--- config.mk ---
export PLATFORM = sky130hd
export DESIGN_NAME = bounded_deque_with_search_top
export DESIGN_NICKNAME = d
export VERILOG_FILES = /design/src/rtl/bdq_pkg.sv /design/src/rtl/bounded_deque_with_search_top.sv /design/src/rtl/bdq_cell.sv
export SDC_FILE = /design/constraint.sdc
export NUM_CORES = 2
export LEC_CHECK = 0
export BUFFER_PORTS_ARGS = -buffer_cell sky130_fd_sc_hd__buf_4
export CAP_MARGIN = 20
export CORE_MARGIN = 2
export CORE_UTILIZATION = 45
export DETAILED_ROUTE_END_ITERATION = 16
export SETUP_SLACK_MARGIN = 0.3
export SLEW_MARGIN = 20
export SYNTH_ARGS = -nofsm -noshare
export SYNTH_HDL_FRONTEND = slang
export SYNTH_SLANG_ARGS = --single-unit
--- constraint.sdc ---
create_clock -name i_clk -period 5.65 [get_ports i_clk]
set_input_delay 0.2825 -clock i_clk [delete_from_list [all_inputs] [get_ports i_clk]]
set_output_delay 0.2825 -clock i_clk [all_outputs]
set_load 0.1 [all_outputs]
--- src/rtl/bdq_pkg.sv ---
// Package with the beat types, operation and status codes and cell control for the deque.
`timescale 1ns / 1ps

package bdq_pkg;

    localparam int CAPACITY_DEF = 16;
    localparam int DATA_W       = 32;

    typedef enum logic [2:0] {
        OP_QUERY      = 3'd0,
        OP_PUSH_FRONT = 3'd1,
        OP_PUSH_BACK  = 3'd2,
        OP_POP_FRONT  = 3'd3,
        OP_POP_BACK   = 3'd4,
        OP_REMOVE     = 3'd5
    } t_op;

    typedef enum logic [1:0] {
        ST_OK        = 2'd0,
        ST_FULL      = 2'd1,
        ST_EMPTY     = 2'd2,
        ST_NOT_FOUND = 2'd3
    } t_status;

    typedef enum logic [1:0] {
        S_IDLE = 2'd0,
        S_CMP  = 2'd1,
        S_UPD  = 2'd2,
        S_RES  = 2'd3
    } t_state;

    typedef enum logic [1:0] {
        CELL_HOLD       = 2'd0,
        CELL_FROM_LEFT  = 2'd1,
        CELL_FROM_RIGHT = 2'd2,
        CELL_LOAD       = 2'd3
    } t_cell_op;

    typedef struct packed {
        t_cell_op op;
        logic     cmp_en;
        logic     occupied;
    } t_cell_ctl;

    typedef struct packed {
        logic [2:0]         operation;
        logic signed [31:0] value;
    } t_in_beat;

    typedef struct packed {
        logic [1:0]         status;
        logic signed [31:0] front_value;
        logic signed [31:0] back_value;
        logic [4:0]         entry_count;
        logic               is_empty;
        logic               was_present;
    } t_out_beat;

endpackage

--- src/rtl/bounded_deque_with_search_top.sv ---
// A beat passes through the compare, update and read-out steps of the cell row;
// a new beat is accepted only once the previous one has left the read-out step,
// and a stalled output holds the read-out step until the held result is taken.
// The output register holds a finished result while the next beat is accepted.
// Reset (synchronous, active low) empties the deque and drops any pending result.
// Cell contents are not cleared; only occupied cells are ever read.
`timescale 1ns / 1ps

module bounded_deque_with_search_top #(
    parameter int CAPACITY = bdq_pkg::CAPACITY_DEF
) (
    input  logic               i_clk,
    input  logic               i_rst_n,
    input  logic               i_valid,
    output logic               o_ready,
    input  bdq_pkg::t_in_beat  i_data,
    output logic               o_valid,
    input  logic               i_ready,
    output bdq_pkg::t_out_beat o_data
);

    localparam int CW = $clog2(CAPACITY + 1);
    localparam int IW = $clog2(CAPACITY);

    bdq_pkg::t_state  r_state;
    bdq_pkg::t_state  n_state;
    logic [CW-1:0]    r_count;
    logic [CW-1:0]    n_count;
    logic [2:0]       r_op;
    logic [bdq_pkg::DATA_W-1:0] r_val;
    bdq_pkg::t_status r_status;
    bdq_pkg::t_status w_status;
    logic             r_present;
    logic             r_out_valid;
    bdq_pkg::t_out_beat r_out;

    logic w_cmp_en;
    logic w_upd;
    logic w_res_load;
    logic w_full;
    logic w_empty;
    logic w_found;

    logic [bdq_pkg::DATA_W-1:0] w_data [CAPACITY];
    logic [CAPACITY:0]          w_seen;
    bdq_pkg::t_cell_ctl         w_ctl  [CAPACITY];
    bdq_pkg::t_cell_op          w_cop  [CAPACITY];
    logic [IW-1:0]              w_back_idx;

    // Control sequencer: next state.
    always_comb begin
        n_state = r_state;
        case (r_state)
            bdq_pkg::S_IDLE: begin
                if (i_valid) begin
                    n_state = bdq_pkg::S_CMP;
                end
            end
            bdq_pkg::S_CMP: n_state = bdq_pkg::S_UPD;
            bdq_pkg::S_UPD: n_state = bdq_pkg::S_RES;
            bdq_pkg::S_RES: begin
                if (!r_out_valid || i_ready) begin
                    n_state = bdq_pkg::S_IDLE;
                end
            end
            default: n_state = bdq_pkg::S_IDLE;
        endcase
    end

    // Control sequencer: outputs.
    always_comb begin
        o_ready    = 1'b0;
        w_cmp_en   = 1'b0;
        w_upd      = 1'b0;
        w_res_load = 1'b0;
        case (r_state)
            bdq_pkg::S_IDLE: o_ready    = 1'b1;
            bdq_pkg::S_CMP:  w_cmp_en   = 1'b1;
            bdq_pkg::S_UPD:  w_upd      = 1'b1;
            bdq_pkg::S_RES:  w_res_load = !r_out_valid || i_ready;
            default: begin
                o_ready = 1'b0;
            end
        endcase
    end

    assign w_full  = (r_count == CW'(CAPACITY));
    assign w_empty = (r_count == '0);
    assign w_found = w_seen[CAPACITY];

    // Decide the status and the move of every cell for the current operation.
    always_comb begin
        w_status = bdq_pkg::ST_OK;
        n_count  = r_count;
        for (int i = 0; i < CAPACITY; i++) begin
            w_cop[i] = bdq_pkg::CELL_HOLD;
        end
        case (r_op)
            bdq_pkg::OP_PUSH_FRONT: begin
                if (w_full) begin
                    w_status = bdq_pkg::ST_FULL;
                end else begin
                    n_count = r_count + CW'(1);
                    for (int i = 0; i < CAPACITY; i++) begin
                        w_cop[i] = bdq_pkg::CELL_FROM_LEFT;
                    end
                end
            end
            bdq_pkg::OP_PUSH_BACK: begin
                if (w_full) begin
                    w_status = bdq_pkg::ST_FULL;
                end else begin
                    n_count = r_count + CW'(1);
                    for (int i = 0; i < CAPACITY; i++) begin
                        if (CW'(i) == r_count) begin
                            w_cop[i] = bdq_pkg::CELL_LOAD;
                        end
                    end
                end
            end
            bdq_pkg::OP_POP_FRONT: begin
                if (w_empty) begin
                    w_status = bdq_pkg::ST_EMPTY;
                end else begin
                    n_count = r_count - CW'(1);
                    for (int i = 0; i < CAPACITY; i++) begin
                        w_cop[i] = bdq_pkg::CELL_FROM_RIGHT;
                    end
                end
            end
            bdq_pkg::OP_POP_BACK: begin
                if (w_empty) begin
                    w_status = bdq_pkg::ST_EMPTY;
                end else begin
                    n_count = r_count - CW'(1);
                end
            end
            bdq_pkg::OP_REMOVE: begin
                if (!w_found) begin
                    w_status = bdq_pkg::ST_NOT_FOUND;
                end else begin
                    n_count = r_count - CW'(1);
                    // Every cell from the first match onward pulls in its right neighbor.
                    for (int i = 0; i < CAPACITY; i++) begin
                        if (w_seen[i+1]) begin
                            w_cop[i] = bdq_pkg::CELL_FROM_RIGHT;
                        end
                    end
                end
            end
            default: begin
                w_status = bdq_pkg::ST_OK;
            end
        endcase
    end

    assign w_seen[0] = 1'b0;

    for (genvar g = 0; g < CAPACITY; g++) begin : g_cell
        assign w_ctl[g].op       = w_upd ? w_cop[g] : bdq_pkg::CELL_HOLD;
        assign w_ctl[g].cmp_en   = w_cmp_en;
        assign w_ctl[g].occupied = (CW'(g) < r_count);

        bdq_cell u_cell (
            .i_clk   (i_clk),
            .i_rst_n (i_rst_n),
            .i_ctl   (w_ctl[g]),
            .i_val   (r_val),
            .i_left  ((g == 0) ? r_val : w_data[(g == 0) ? 0 : g - 1]),
            .i_right ((g == CAPACITY - 1) ? w_data[g] :
                      w_data[(g == CAPACITY - 1) ? g : g + 1]),
            .i_seen  (w_seen[g]),
            .o_data  (w_data[g]),
            .o_seen  (w_seen[g+1])
        );
    end

    assign w_back_idx = IW'(r_count - CW'(1));

    always_ff @(posedge i_clk) begin
        if (!i_rst_n) begin
            r_state     <= bdq_pkg::S_IDLE;
            r_count     <= '0;
            r_out_valid <= 1'b0;
        end else begin
            r_state <= n_state;
            if (w_upd) begin
                r_count <= n_count;
            end
            if (w_res_load) begin
                r_out_valid <= 1'b1;
            end else if (i_ready) begin
                r_out_valid <= 1'b0;
            end
        end
    end

    always_ff @(posedge i_clk) begin
        if (i_valid && o_ready) begin
            r_op  <= i_data.operation;
            r_val <= i_data.value;
        end
        if (w_upd) begin
            r_status  <= w_status;
            r_present <= w_found;
        end
        if (w_res_load) begin
            r_out.status      <= r_status;
            r_out.front_value <= w_empty ? '0 : w_data[0];
            r_out.back_value  <= w_empty ? '0 : w_data[w_back_idx];
            r_out.entry_count <= 5'(r_count);
            r_out.is_empty    <= w_empty;
            r_out.was_present <= r_present;
        end
    end

    assign o_valid = r_out_valid;
    assign o_data  = r_out;

    a_count_bound: assert property (@(posedge i_clk) disable iff (!i_rst_n)
        r_count <= CW'(CAPACITY))
        else $error("entry count exceeds capacity");

    a_fail_keeps: assert property (@(posedge i_clk) disable iff (!i_rst_n)
        (w_upd && w_status != bdq_pkg::ST_OK) |=> r_count == $past(r_count))
        else $error("failed operation changed the entry count");

    a_remove_dec: assert property (@(posedge i_clk) disable iff (!i_rst_n)
        (w_upd && r_op == bdq_pkg::OP_REMOVE && w_status == bdq_pkg::ST_OK)
        |=> r_count == $past(r_count) - CW'(1))
        else $error("successful remove did not drop one entry");

    a_accept_seq: assert property (@(posedge i_clk) disable iff (!i_rst_n)
        (i_valid && o_ready) |=> r_state == bdq_pkg::S_CMP)
        else $error("accepted beat did not start a compare");

    a_out_source: assert property (@(posedge i_clk) disable iff (!i_rst_n)
        (!r_out_valid && r_state != bdq_pkg::S_RES) |=> !r_out_valid)
        else $error("result appeared without a read-out step");

endmodule

--- src/rtl/bdq_cell.sv ---
// One storage cell of the deque row: holds an entry, compares it and moves it to a neighbor.
`timescale 1ns / 1ps

module bdq_cell (
    input  logic                        i_clk,
    input  logic                        i_rst_n,
    input  bdq_pkg::t_cell_ctl          i_ctl,
    input  logic [bdq_pkg::DATA_W-1:0]  i_val,
    input  logic [bdq_pkg::DATA_W-1:0]  i_left,
    input  logic [bdq_pkg::DATA_W-1:0]  i_right,
    input  logic                        i_seen,
    output logic [bdq_pkg::DATA_W-1:0]  o_data,
    output logic                        o_seen
);

    logic [bdq_pkg::DATA_W-1:0] r_data;
    logic [bdq_pkg::DATA_W-1:0] n_data;
    logic                       r_hit;

    always_comb begin
        case (i_ctl.op)
            bdq_pkg::CELL_FROM_LEFT:  n_data = i_left;
            bdq_pkg::CELL_FROM_RIGHT: n_data = i_right;
            bdq_pkg::CELL_LOAD:       n_data = i_val;
            default:                  n_data = r_data;
        endcase
    end

    always_ff @(posedge i_clk) begin
        r_data <= n_data;
    end

    // The hit flag is control state for the search, so it is cleared at reset.
    always_ff @(posedge i_clk) begin
        if (!i_rst_n) begin
            r_hit <= 1'b0;
        end else if (i_ctl.cmp_en) begin
            r_hit <= i_ctl.occupied && (r_data == i_val);
        end
    end

    assign o_data = r_data;
    // Running OR from the front: high once any cell up to this one matched.
    assign o_seen = i_seen | r_hit;

endmodule

## Word level (Yosys, flattened, before mapping)

Cells that the tools add are included.

- Register bits after elaboration: 647
- Bits in latches: 0
- Memory bits (writable): 0
- Memory bits (read-only): 0
- Output and inout bits: 75
- Word-level logic and storage cells: 304
- Memories kept: 0

- Add/sub/neg operators: 2
- Multipliers: 0
- Div/mod/pow operators: 0
- $lt $le $gt $ge: 17
- Equality and inequality tests: 92
- Shift operators: 0
- Muxes and demuxes: 88
- Bitwise logic cells: 16
- Reductions and logical operators: 44

Operators with widths:

| kind | number |
|---|---|
| 32-bit one-hot mux with 3 select lines | 14 |
| 32-bit == test | 16 |
| 32-bit two-way mux | 5 |
| 32-bit binary-select mux with 4-bit select | 1 |
| 32-bit one-hot mux with 2 select lines | 2 |
| 32-bit one-hot mux with 4 select lines | 1 |
| 2-bit two-way mux | 51 |
| 2-bit == test (second input constant) | 33 |
| 3-bit nonzero test | 15 |
| 4-bit by 5-bit == test with 1-bit output (first input constant) | 8 |
| 4-bit by 5-bit < comparator with 1-bit output (first input constant) | 8 |
| 2-bit by 1-bit == test with 1-bit output (second input constant) | 17 |
| 31-bit two-way mux | 1 |
| 3-bit by 5-bit == test with 1-bit output (first input constant) | 4 |
| 3-bit by 5-bit < comparator with 1-bit output (first input constant) | 4 |
| 1-bit logical AND | 17 |
| 5-bit two-way mux | 3 |
| 1-bit bitwise OR | 15 |
| 5-bit one-hot mux with 3 select lines | 1 |
| 2-bit by 5-bit == test with 1-bit output (first input constant) | 2 |
| 1-bit by 5-bit < comparator with 1-bit output (first input constant) | 2 |
| 2-bit by 5-bit < comparator with 1-bit output (first input constant) | 2 |
| 2-bit inequality test (second input constant) | 4 |
| 2-bit one-hot mux with 4 select lines | 1 |
| 20 further kinds | 32 |

## Depth between registers and ports, before layout

- Depth after elaboration: 21
- Mapped depth: 14

## Cells and area by module

From an unflattened synthesis, not the netlist that was laid out.

- Cell total of the unflattened synthesis: 3662
- Area total of the unflattened synthesis: 41414.7 um2

By module, submodules not included:

| module | instances | cells an instance | area an instance (um2) |
|---|---|---|---|
| bdq_cell | 16 | 188 | 2018.2 |
| bounded_deque_with_search_top | 1 | 654 | 9123.8 |

## Worst setup path before layout

Ideal clock, no wire load.

- Path type: register to register
- From: register r_count[0]
- To: register g_cell[14].u_cell.r_data (netlist bit g_cell[14].u_cell.o_data[0]) (enable)
- Library setup time: 0.432 ns
- Arrival time: 4.823 ns
- Setup slack: 0.396 ns
- Stages on the path, launching flop included: 14
- Buffers on the path: 6
- Period minus slack after synthesis: 5.254 ns
- Path through: dfxtp_1 > clkbuf_1 > clkbuf_1 > buf_1 > inv_1 > ha_1 > clkbuf_1 > and4bb_2 > or3_1 > clkbuf_1 > nand2_1 > buf_1 > nor2_1 > a21oi_1

- Longest elaborated chain between the ends: 7
- Elaborated cells on any way between the ends: 13
- Those cells by class: eq/ne: 5; mux: 6; reduce/logical: 2

RTL lines:

| element | RTL line | text |
|---|---|---|
| start: declaration | bounded_deque_with_search_top.sv:27 | `logic [CW-1:0] r_count;` |
| start signal: assignment | bounded_deque_with_search_top.sv:188 | `r_count <= n_count;` |
| 4-bit by 5-bit == test with 1-bit output | bounded_deque_with_search_top.sv:115 | `if (CW'(i) == r_count) begin` |
| 2-bit two-way mux | bounded_deque_with_search_top.sv:115 |  |
| 32-bit two-way mux | bounded_deque_with_search_top.sv:110 | `if (w_full) begin` |
| 32-bit one-hot mux with 4 select lines * | bounded_deque_with_search_top.sv:98 | `case (r_op)` |
| 2-bit two-way mux * | bounded_deque_with_search_top.sv:160 | `assign w_ctl[g].op = w_upd ? w_cop[g] : bdq_pkg::CELL_HOLD;` |
| 2-bit by 1-bit == test with 1-bit output or 2-bit == test (tied branches) | bdq_cell.sv:21 | `case (i_ctl.op)` |
| 3-bit nonzero test (no source line) * | - |  |
| end signal: assignment | bdq_cell.sv:30 | `r_data <= n_data;` |
| end: declaration | bdq_cell.sv:16 | `logic [bdq_pkg::DATA_W-1:0] r_data;` |

Mark *: on every way between the ends. The rest lies on a longest branch, timed or not.
A chain may end at the register's enable or synchronous reset.

## Worst setup path after layout

- From: register r_count[1]
- To: register g_cell[5].u_cell.r_data (netlist bit g_cell[5].u_cell.o_data[4]) (data pin)

- Longest elaborated chain between the ends: 7
- Elaborated cells on any way between the ends: 13
- Those cells by class: eq/ne: 5; mux: 7; reduce/logical: 1

RTL lines:

| element | RTL line | text |
|---|---|---|
| 3-bit by 5-bit == test with 1-bit output | bounded_deque_with_search_top.sv:115 |  |
| 2-bit two-way mux | bounded_deque_with_search_top.sv:115 |  |
| 32-bit two-way mux | bounded_deque_with_search_top.sv:110 |  |
| 32-bit one-hot mux with 4 select lines * | bounded_deque_with_search_top.sv:98 |  |
| 2-bit two-way mux * | bounded_deque_with_search_top.sv:160 |  |
| 2-bit == test or 2-bit by 1-bit == test with 1-bit output (tied branches) | bdq_cell.sv:21 |  |
| 32-bit one-hot mux with 3 select lines * | bdq_cell.sv:21 |  |
| via g_cell[5].u_cell.n_data (one bit) | bdq_cell.sv:17 | `logic [bdq_pkg::DATA_W-1:0] n_data;` |
| end signal: assignment | bdq_cell.sv:30 |  |
| end: declaration | bdq_cell.sv:16 |  |

The timed path passes the listed nets; every way through them passes the cells marked *.

==> summary by stage <==
CTS
The clock edge transition at the registers on the reported setup and hold paths is 0.06 ns. The later-pin clock latency in the skew report is 0.65 ns. TritonCTS created 76 clock buffers.

CTS saw 647 sinks. The clock passes through at most 3 buffers. In this run the clock root is driven by a clkbuf_16.

The H-tree was split into 3 levels. The TritonCTS clock tree is built. The quantity of gates resized following cts is 0.

GRT
The initial antenna violation count is 5. Entering global routing, the biggest net connects 108 pins. The overall track demand over capacity in global routing is 0.3372. The wire length of the first global-routing pass is 225.4 mm. The via count of the first global-routing pass is 29,730. Global routing finished with a remaining overflow of 0.

STA
The worst path setup slack after routing is 1.302 ns. For the final database, setup skew stands at 0.02540 ns. The final worst-path cycle share is 0.7695. The max-slew violation count is 0. Adding up every negative setup slack in the final design gives 0 ns. At the pin with the least slew margin, the transition time is 1.198 ns. The total of endpoints with negative setup slack in the final report is 0. The time the final worst path needs with I/O delays and setup is 4.348 ns. The number of hold violations in the final report is 0. The peak clock frequency supported by timing is 230.0 MHz.

Hold is met by 0.05421 ns. Setup repair after global routing left no endpoint under its margin. Measured against its own limit, the worst slew margin works out to 0.1962.

Power
The power density over the cells is 363.7 nW/um^2. The total power consumption of the routed design is 16,800 uW. Summed over all cells, the static leakage comes to 0.01486 uW. The largest vdd supply drop is 0.1909 mV.

Logic synthesis
The number of nets in the synthesized netlist is 3,558. After synthesis, the largest family of logic cells by area is multiplexers. Of the total synthesized cell area, the portion taken by XOR and XNOR cells is 0.1092. The synthesized netlist occupies a cell area of 41,070 um^2. Counting flops and latches in the post-synthesis netlist gives 647. The Yosys step of the flow raised 0 warnings.

Synthesis handed over a netlist of 3,510 instances. For this run, the leading register cell type out of synthesis is edfxtp_1. Counting flops with a built-in enable in the synthesized netlist gives 623. The mux cell area share after synthesis is 0.1995. Counting flops with an async set or reset pin after synthesis yields a share of 0. The mean cell area of the mapped netlist is 11.70 um^2. The part of the Yosys area used for sequential elements is 0.4672. The synthesized-area fraction occupied by ao, oa, aoi and oai cells is 0.09643. The number of different library cells used by synthesis comes to 67. Of the total synthesized cell area, the portion taken by AND, OR, NAND and NOR gates is 0.08735. The post-synthesis share of cell area spent on full adders, half adders and majority gates is 0.002742.

Floorplanning
The die covers 93,690 um^2. Row generation in the floorplan step produced 110 rows. 114 I/O pins were placed. The y dimension of the die is 306.1 um. The initial utilization of the core area, before any placement, comes to 0.4549. The area of the core is 90,290 um^2. The horizontal die dimension is 306.1 um.

Worst setup path
The signal on the critical path passes through inv_1, ha_4, or4b_2, nand3_2, buf_4, a31oi_4, buf_4, nor2_1, a21oi_1. In this run the critical register-to-register path is captured at g_cell[5].u_cell.o_data[4]. The required time of the worst setup path is 6.12 ns.

The arrival time reported for the critical path endpoint is 4.82 ns. STA classifies the critical path endpoint as a register. The critical path starts at r_count[1]. Counting cells, the worst reg-to-reg path comes to 9. Among all stages on the critical path, the largest delay is contributed by dfxtp_1.

The maximum single-stage delay on the critical path is 0.78 ns. The worst setup path is of the register to register kind. The most numerous cell type found on the critical path is buf_4. The worst setup path endpoint is g_cell[5].u_cell.o_data[4]. The largest fanout on the critical path is 36. The flop-to-flop setup slack is 1.30 ns. The type of origin of the critical path is a register.

The worst register-to-register path begins at r_count[1]. Grouping stages by cell kind, the critical path spends the most delay in simple AND/OR/NAND/NOR gates. In this run the number of cells on the critical path is 9. The total buffers and inverters traversed by the critical path is 3.

Detailed routing
The remaining antenna violation count after routing is 0. The average routed wire per standard cell is 33.92 um. The detailed router finished its first iteration with 4,736 violations. The first TritonRoute pass finished after 6 iterations. After detailed routing, the number of vias per cell comes to 6.645. The number of remaining DRC errors is 0. The via total after detailed routing is 31,480. The final routed wirelength across all metal layers is 160.7 mm.

Final layout
The number of antenna diodes in the final layout is 0. From synthesis to final layout, the design area changed by 12.46%. The core occupancy in the finished layout is 0.5115. The final-stage net count is 3,553.

The fraction of final layout cells with drive strength greater than 1 is 0.2140.

Placed design
The pre-CTS setup slack is 1.474 ns. The placed wire-length estimate is 112.9 mm. The congestion estimate from routability-driven global placement came to 0.9630. During placement, the flow inserted port buffers numbering 113.

Flow run
The count of maximum capacitance violations is 0.

Status
The flow ran to the end, and the final reports show no timing, DRC or antenna violations.

Hold path
The worst hold path belongs to the class input port to register.
## power breakdown
group          internal [uW]  switching [uW]
sequential              5580             365
combinational           1930            3980
clock                   2840            2100
## layout make-up
| type | instances | area, um^2 |
|---|---|---|
| Clock inverter | 33 | 284.0 |
| Fill cell | 8046 | 44100 |
| Sequential cell | 647 | 19190 |
| Timing Repair Buffer | 262 | 2142 |
| Inverter | 43 | 161.4 |
| Tap cell | 1176 | 1471 |
| Multi-Input combinational cell | 2475 | 20820 |
| Clock buffer | 101 | 2112 |
## timing repair
| action | in CTS | in global routing |
|---|---|---|
| endpoints found under the hold margin | 43 | 0 |
| hold buffers | 37 | 0 |
| setup endpoints to repair | 0 | 0 |
| setup buffers | 0 | 0 |
## state kept, by name, summed over array words and instances (netlist names)
register / cells
g_cell.u_cell.o_data: 512
g_cell.u_cell.r_hit: 16
o_data: 73
o_valid: 1
r_count: 5
r_op: 3
r_present: 1
r_state: 2
r_status: 2
r_val: 32
## cells in the mapped netlist, types with 4 or more instances
library cell	number	area [um^2]
edfxtp_1	623	18710
xnor2_1	258	2260
xor2_1	254	2225
nor2_1	246	923.4
clkbuf_1	243	912.1
mux2i_1	230	2302
mux2_2	210	2365
a21oi_1	203	1016
nand2_1	146	548.0
mux4_2	128	2883
a22oi_1	96	720.7
o21ai_0	84	420.4
nand4_1	76	475.5
nor4_1	73	456.7
a211oi_1	69	518.0
and2_1	67	419.2
buf_1	67	251.5
a31oi_1	49	306.5
inv_1	42	157.7
nor2b_1	40	250.2
a221o_1	32	320.3
o2bb2ai_1	32	280.3
mux2_4	30	450.4
nand3_1	30	150.1
buf_2	27	135.1
dfxtp_1	24	480.5
nor3_1	23	115.1
mux2_1	17	191.4
ha_1	9	112.6
o31ai_1	8	60.06
buf_6	7	78.83
nand2b_1	6	37.54
a41oi_1	5	43.79
or3_1	5	31.28
and3_1	4	25.02
or2_2	4	25.02
## per-stage QoR
stage          cell area [um^2]  instances
2_1_floorplan             41070       3510
3_3_place_gp              43390       4565
3_5_place_dp              43420       4566
4_1_cts                   46180       4737
5_1_grt                   46180       4737
6_report                  46180       4737
## worst min path at each step
stage,to,depth (start not counted),from,slack (ns)
final,r_state[0],5,i_valid,0.05
after global routing,r_op[1],2,i_valid,0.07
after CTS,r_state[0],5,i_valid,0.04
after detailed placement,o_data[71],0,r_status[0],0.41
after global placement,o_data[72],0,r_status[1],0.40
after floorplan,r_op[0],0,i_data[32],0.38
## logic make-up (layout without fill, tap and decap cells)
kind of cell             Yosys count  after routing
flip-flops                       647            647
multiplexers                     615            615
AND/OR/NAND/NOR                  733            733
adder cells (fa/ha/maj)            9              9
buffers and inverters            388            439
XOR/XNOR                         512            512
AO/OA/AOI/OAI                    606            606
## cell usage in the layout, fill, tap and decap left out, types with 83 or more instances in the layout
master and instances:
mux4_2 128, edfxtp_1 623, nor2_1 241, nand2_1 140
mux2i_1 230, o21ai_0 83, a21oi_1 197, xnor2_1 257
a22oi_1 96, xor2_1 253, buf_4 219, mux2_2 210
## per-layer routing
layer | part of all wire | track usage
met5 | 0.0011 | 0.01395
met4 | 0.043 | 0.1292
met1 | 0.39 | 0.4718
met3 | 0.15 | 0.1233
met2 | 0.41 | 0.4732
## tightest hold or removal path, stage by stage
cell and delay, ns:
buf_4 0.11, inv_1 0.04, a21oi_1 0.08, nor2_1 0.08, nor2_1 0.05
No activity file was read; power rests on OpenSTA's default activity.
